## src/sv/dccd_pkg.sv

```systemverilog
// ----------------------------------------------------------------------------
// Chunk dispatcher package
// Shared types and constants for the degree-capped chunk dispatcher.
// ----------------------------------------------------------------------------
package dccd_pkg;

   localparam logic [1:0] CMD_NODE     = 2'd0;
   localparam logic [1:0] CMD_NEIGHBOR = 2'd1;
   localparam logic [1:0] CMD_FINISH   = 2'd2;

   localparam logic [1:0] KIND_HUB     = 2'd0;
   localparam logic [1:0] KIND_CHUNK   = 2'd1;
   localparam logic [1:0] KIND_SUMMARY = 2'd2;

   localparam logic [1:0] CSR_PE_COUNT  = 2'd0;
   localparam logic [1:0] CSR_CHUNK_CAP = 2'd1;
   localparam logic [1:0] CSR_HUB_COUNT = 2'd2;

   localparam logic [47:0] SAT48 = {48{1'b1}};
   localparam logic [55:0] SAT56 = {56{1'b1}};

   // Commands from the controller to the datapath.
   typedef struct packed {
      logic take_req;     // hold the degrees of the accepted word
      logic use_held;     // accumulate from the held degrees
      logic node_add;     // accumulate the current node into the open chunk
      logic neigh_add;    // add neighbor cost
      logic close_calc;   // register the chunk work figures
      logic close_load;   // read the PE store entry of the closing chunk
      logic close_commit; // write the PE store and present the chunk word
      logic hub_emit;     // present a hub word
      logic scan_start;   // begin a pass over the PE entries (busiest PE scan or clear)
      logic scan_step;    // compare one PE entry
      logic sum_emit;     // present the summary word
      logic clear_step;   // clear one PE entry
      logic clear_regs;   // return chunk state to reset values
      logic last;         // mark the word being presented as the last one
   } dccd_cmd_type;

   // Status from the datapath to the controller.
   typedef struct packed {
      logic is_hub;
      logic over_cap;
      logic chunk_open;
      logic in_nonhub;
      logic scan_done;
      logic clear_done;
   } dccd_stat_type;

endpackage

```

## src/sv/dccd_ctrl.sv

```systemverilog
// ----------------------------------------------------------------------------
// Chunk dispatcher controller
// Sequences node, neighbor and finish words through the datapath.
// ----------------------------------------------------------------------------
module dccd_ctrl
   import dccd_pkg::*;
(
   input  logic          clock,
   input  logic          reset,
   input  logic          req_valid,
   output logic          req_stall,
   input  logic [1:0]    req_command,
   input  logic          out_busy,
   input  dccd_stat_type stat,
   output dccd_cmd_type  cmd
);

   typedef enum logic [3:0] {
      S_IDLE, S_CALC, S_LOAD, S_COMMIT, S_AFTER, S_SCAN, S_SCAN2, S_SUM, S_CLEAR, S_WAIT
   } state_type;

   typedef enum logic [1:0] {
      A_NODE_HUB, A_NODE_ADD, A_FINISH
   } after_type;

   state_type state_ff, state_in;
   after_type after_ff, after_in;

   assign req_stall = (state_ff != S_IDLE) || out_busy;

   always_comb begin
      state_in = state_ff;
      after_in = after_ff;
      cmd      = '0;
      case (state_ff)
         S_IDLE: begin
            if (req_valid && !req_stall) begin
               cmd.take_req = 1'b1;
               case (req_command)
                  CMD_NODE: begin
                     if (stat.chunk_open && (stat.is_hub || stat.over_cap)) begin
                        after_in = stat.is_hub ? A_NODE_HUB : A_NODE_ADD;
                        state_in = S_CALC;
                     end else if (stat.is_hub) begin
                        cmd.hub_emit = 1'b1;
                        cmd.last = 1'b1;
                     end else begin
                        cmd.node_add = 1'b1;
                     end
                  end
                  CMD_NEIGHBOR: cmd.neigh_add = stat.in_nonhub && stat.chunk_open;
                  CMD_FINISH: begin
                     after_in = A_FINISH;
                     state_in = stat.chunk_open ? S_CALC : S_SCAN;
                     cmd.scan_start = !stat.chunk_open;
                  end
                  default: ;
               endcase
            end
         end
         S_CALC: begin
            cmd.close_calc = 1'b1;
            state_in = S_LOAD;
         end
         S_LOAD: begin
            cmd.close_load = 1'b1;
            state_in = S_COMMIT;
         end
         S_COMMIT: begin
            if (!out_busy) begin
               cmd.close_commit = 1'b1;
               // A node that only closes the chunk gives no further word.
               cmd.last = (after_ff == A_NODE_ADD);
               state_in = S_AFTER;
            end
         end
         S_AFTER: begin
            case (after_ff)
               A_NODE_HUB: begin
                  if (!out_busy) begin
                     cmd.hub_emit = 1'b1;
                     cmd.last = 1'b1;
                     state_in = S_IDLE;
                  end
               end
               A_NODE_ADD: begin
                  cmd.node_add = 1'b1;
                  cmd.use_held = 1'b1;
                  state_in = S_IDLE;
               end
               default: begin
                  cmd.scan_start = 1'b1;
                  state_in = S_SCAN;
               end
            endcase
         end
         S_SCAN: begin
            cmd.scan_step = 1'b1;
            if (stat.scan_done) state_in = S_SCAN2;
         end
         S_SCAN2: state_in = S_SUM;
         S_SUM: begin
            if (!out_busy) begin
               cmd.sum_emit = 1'b1;
               cmd.last = 1'b1;
               cmd.scan_start = 1'b1;
               state_in = S_CLEAR;
            end
         end
         S_CLEAR: begin
            cmd.clear_step = 1'b1;
            if (stat.clear_done) begin
               cmd.clear_regs = 1'b1;
               state_in = S_WAIT;
            end
         end
         S_WAIT: state_in = S_IDLE;
         default: state_in = S_IDLE;
      endcase
   end

   // Reset starts with a clearing pass over the whole PE store.
   always_ff @(posedge clock) begin
      if (reset) begin
         state_ff <= S_CLEAR;
         after_ff <= A_NODE_ADD;
      end else begin
         state_ff <= state_in;
         after_ff <= after_in;
      end
   end

   assert property (@(posedge clock) disable iff (reset)
      (state_ff == S_COMMIT && !out_busy) |=> state_ff == S_AFTER)
      else $error("chunk commit did not advance");
   assert property (@(posedge clock) disable iff (reset)
      state_ff != S_IDLE |-> req_stall)
      else $error("word accepted while busy");
   assert property (@(posedge clock) disable iff (reset)
      (state_ff == S_SUM && !out_busy) |=> state_ff == S_CLEAR)
      else $error("summary did not start clear pass");

endmodule

```

## config.mk

```make
export PLATFORM = sky130hd
export DESIGN_NAME = dccd_ctrl
export DESIGN_NICKNAME = d
export VERILOG_FILES = /design/src/sv/dccd_pkg.sv /design/src/sv/dccd_ctrl.sv
export SDC_FILE = /design/constraint.sdc
export NUM_CORES = 1
export LEC_CHECK = 0
export ABC_AREA = 1
export BUFFER_PORTS_ARGS = -buffer_cell sky130_fd_sc_hd__buf_2
export CAP_MARGIN = 20
export CORE_MARGIN = 4
export CORE_UTILIZATION = 45
export DETAILED_ROUTE_END_ITERATION = 10
export PLACE_DENSITY = 0.77
export RECOVER_POWER = 50
export SLEW_MARGIN = 40
export SYNTH_ARGS = -nofsm -noshare
export SYNTH_HDL_FRONTEND = slang
export SYNTH_SLANG_ARGS = --single-unit
```

## constraint.sdc

```tcl
create_clock -name clock -period 1.65 [get_ports clock]
set_clock_uncertainty 0.05 [all_clocks]
set_input_delay 0.33 -clock clock [delete_from_list [all_inputs] [get_ports clock]]
set_output_delay 0.33 -clock clock [all_outputs]
set_load 0.01 [all_outputs]
```

==> metrics.md <==
| Metric | Value |
|---|---|
| Worst EP required | ~1.3 ns |
| Worst min path class | input port to register |
| Post-synth top flop | dfxtp_1 |
| Clock-pin transition on the worst setup and hold timing paths | 0.05 ns |
| Crit path time final | roughly 1.8 ns |
| # DRC | 0 |
| Clk sinks | 6 |
| Number of synthesized flops with an enable pin | 0 |
| DIE HEIGHT | 44.7 um |
| Rel. slew slack | 0.825 |
| Synth area leaders | dfxtp_1 (20%), nand2_1 (13%), inv_1 (12%) |
| Failing checks | negative setup slack |
| CP max stage delay | 0.34 ns |
| Fmax | between 500 and 600 MHz |
| Final nets | between 150 and 200 |
| Worst-skew pair later-pin latency | 0.24 ns |
| Avg Inst Size Synth | about 6.0 um2 |
| RSZ-0062 raised after global routing | yes |
| Port Buf Inserts | 26 |
| CTS buffer count | 3 |
| CP Capture Type | primary output |
| Synth Cell Area | 607 um2 |
| Placed Cells | 146 |
| Yosys warns | 0 |
| Area post-placement | ~800 um2 |
| Vias in the first global route | just under 700 |
| Startpoint Class | register |
| I/O pin cnt | 27 |
| Routed WL | about 2100 um |
| Fillers | 79 |
| First-pass GRT wire length | about 2900 um |
| Period utilization | 1.09 |
| Remaining antenna violation count after routing | 0 |
| Iter 0 DRT Violations | 53 |
| Crit-path max FO | 3 |
| CTS tree | built |
| Gr usage total | 0.183 |
| Async set-reset flop share out of synthesis | 0 |
| Leakage | 0.000527 uW |
| Clock power frac | 0.106 |
| Worst slew pin tran | 0.262 ns |
| Synth top cells by count | nand2_1 (21), inv_1 (19), nor2_1 (17), nand3_1 (11), dfxtp_1 (6) |
| Worst hold slack | approximately 0.23 ns |
| Post-route insts no fill | ~160 |
| Core Region | 1190 um2 |
| Final setup fails | 7 |
| Register Area | 126 um2 |
| Psw | 602 uW |
| FF+latch count, synth | 6 |
| Crit path cell chain | nor2_4 > inv_4 > nor2_4 > nand3_2 > o211ai_1 > buf_2 |
| Initial antenna violation count | 0 |
| CP most frequent cell | nor2_4 |
| Outcome | complete, but fails checks |
| Clock buffer depth | 2 |
| Total gr overflow | 0 |
| First-pass detailed-route iteration total | 4 |
| Area Overhead vs Synth | 57.5% |
| Final Hold Fails | 0 |
| Pwr dens | about 1300 nW/um2 |
| Largest net degree at the start of global routing | 7 |
| Share of cells above drive strength 1 | 0.486 |
| FP Rows | 12 |
| Die Area | approximately 2000 um2 |
| Tot Pwr | about 1300 uW |
| Sequential power share | 0.193 |
| Fin worst setup slack | -0.149 ns |
| Synth Instances | between 100 and 150 |
| Final instance area | roughly 960 um2 |
| Antenna cells | 0 |
| WP buf/inv | 2 |
| Vias per cell | around 5.5 |
| Via count | about 860 |
| Worst VDD drop | 1060 uV |
| H-tree Lvls | 1 |
| Max-slew violations | 0 |
| Setup_tns | -0.768 ns |
| Die width | approximately 45 um |
| Post-Syn Nets | 113 |
| Post-synth top area cell | dfxtp_1 |
| Register area share after synthesis | 0.198 |
| Most common cell in the synthesized netlist | nand2_1 |
| Critical-path top delay cell | dfxtp_2 |
| Share of the synthesized area in the top cell type | 0.198 |
| Max_cap viols | 0 |
| Post-DP HPWL | around 1400 um |
| Critical path class | register to primary output |
| Combinational Power Share | 0.702 |
| P_int | 648 uW |
| Initial Utilization | 0.512 |
| Switching Fraction | 0.482 |
| Root Buffer | clkbuf_4 |
| RePlAce Congestion | around 0.88 |
| Arrival @ worst endpoint | 1.42 ns |
| CP delay by family, top | simple AND/OR/NAND/NOR gates |
| Cell variety after synth | 21 |
| Multi-input gate area | 482 um2 |
| DR WL/cell | 13.8 um |
==> flip-flops by register name, summed over array words and instances (netlist names) <==
register / count
after_ff: 2
state_ff: 4
==> cell usage in the layout (no fill, tap or decap), types with 3 or more instances in the layout <==
cell type and n:
buf_2 25, inv_1 17, nand2_1 17, nor2_1 11
buf_4 11, nand3_1 9, nor2_4 6, nand2_2 4
a21oi_1 4, o211ai_1 3, nand4_1 3, nand2_4 3
dfxtp_1 3, clkbuf_4 3
==> metrics by stage <==
| step | setup slack [ns] | utilization |
|---|---|---|
| 4_1_cts | -0.102 | 0.728 |
| 5_1_grt | -0.180 | 0.806 |
| 2_1_floorplan | 0.0321 | - |
| 3_5_place_dp | 0.0517 | 0.668 |
| 6_report | -0.149 | 0.806 |
| 3_3_place_gp | 0.0599 | 0.668 |
==> routing by layer <==
metal  GRT usage  up-vias  part of all wire
met1       0.265      390              0.42
met2       0.287       56              0.47
li1            -      410                 -
met4      0.0361        0            0.0084
met3      0.0239        2             0.099
met5           0        -                 0
==> final cells by class <==
| class | instances | share of cell area |
|---|---|---|
| clock buffer | 3 | 0.0236 |
| inverter | 20 | 0.0812 |
| multi-input combinational | 75 | 0.504 |
| sequential | 6 | 0.132 |
| tap | 14 | 0.0183 |
| timing repair buffer | 38 | 0.241 |
==> worst paths after layout <==
kind               startpoint     endpoint  slack (ns)  cells past startpoint
setup / recovery  state_ff[0]       cmd[5]       -0.15                      6
hold / removal          reset  after_ff[1]        0.23                      2
setup reg to reg  state_ff[0]  state_ff[0]        0.18                      9
hold reg to reg   after_ff[1]  after_ff[1]        0.48                      2
==> power groups by stage <==
stage | combinational, uW | sequential, uW | clock [uW]
final | 878 | 241 | 132
after detailed placement | 623 | 224 | 0
after floorplan | 431 | 221 | 0
after global placement | 623 | 222 | 0
after global routing | 947 | 246 | 145
after CTS | 670 | 232 | 133
==> worst register-to-register path, cell delays in order, from the launching register on <==
cell     delay [ns]
dfxtp_2        0.36
nor2_4         0.07
buf_6          0.11
buf_4          0.13
nand3_1        0.11
nand2_1        0.10
a21oi_4        0.20
nand2_4        0.08
nor2_1         0.11
nor2_1         0.05
==> what timing repair did <==
action | CTS | global route
buffers inserted | 4 | 3
setup endpoints to repair | 7 | 11
hold buffers | 0 | 0
pin swaps | 5 | 7
hold endpoints to repair | 0 | 0
resized for setup | 9 | 19
==> cell families (layout without fill, tap and decap cells) <==
kind of cell | count (synthesis) | count (layout) | share of synthesized area
compound gates | 11 | 11 | 0.128
buf+inv | 20 | 61 | 0.124
flops | 6 | 6 | 0.198
simple gates | 64 | 64 | 0.551
Note: power is estimated with default switching activity, not from simulation.
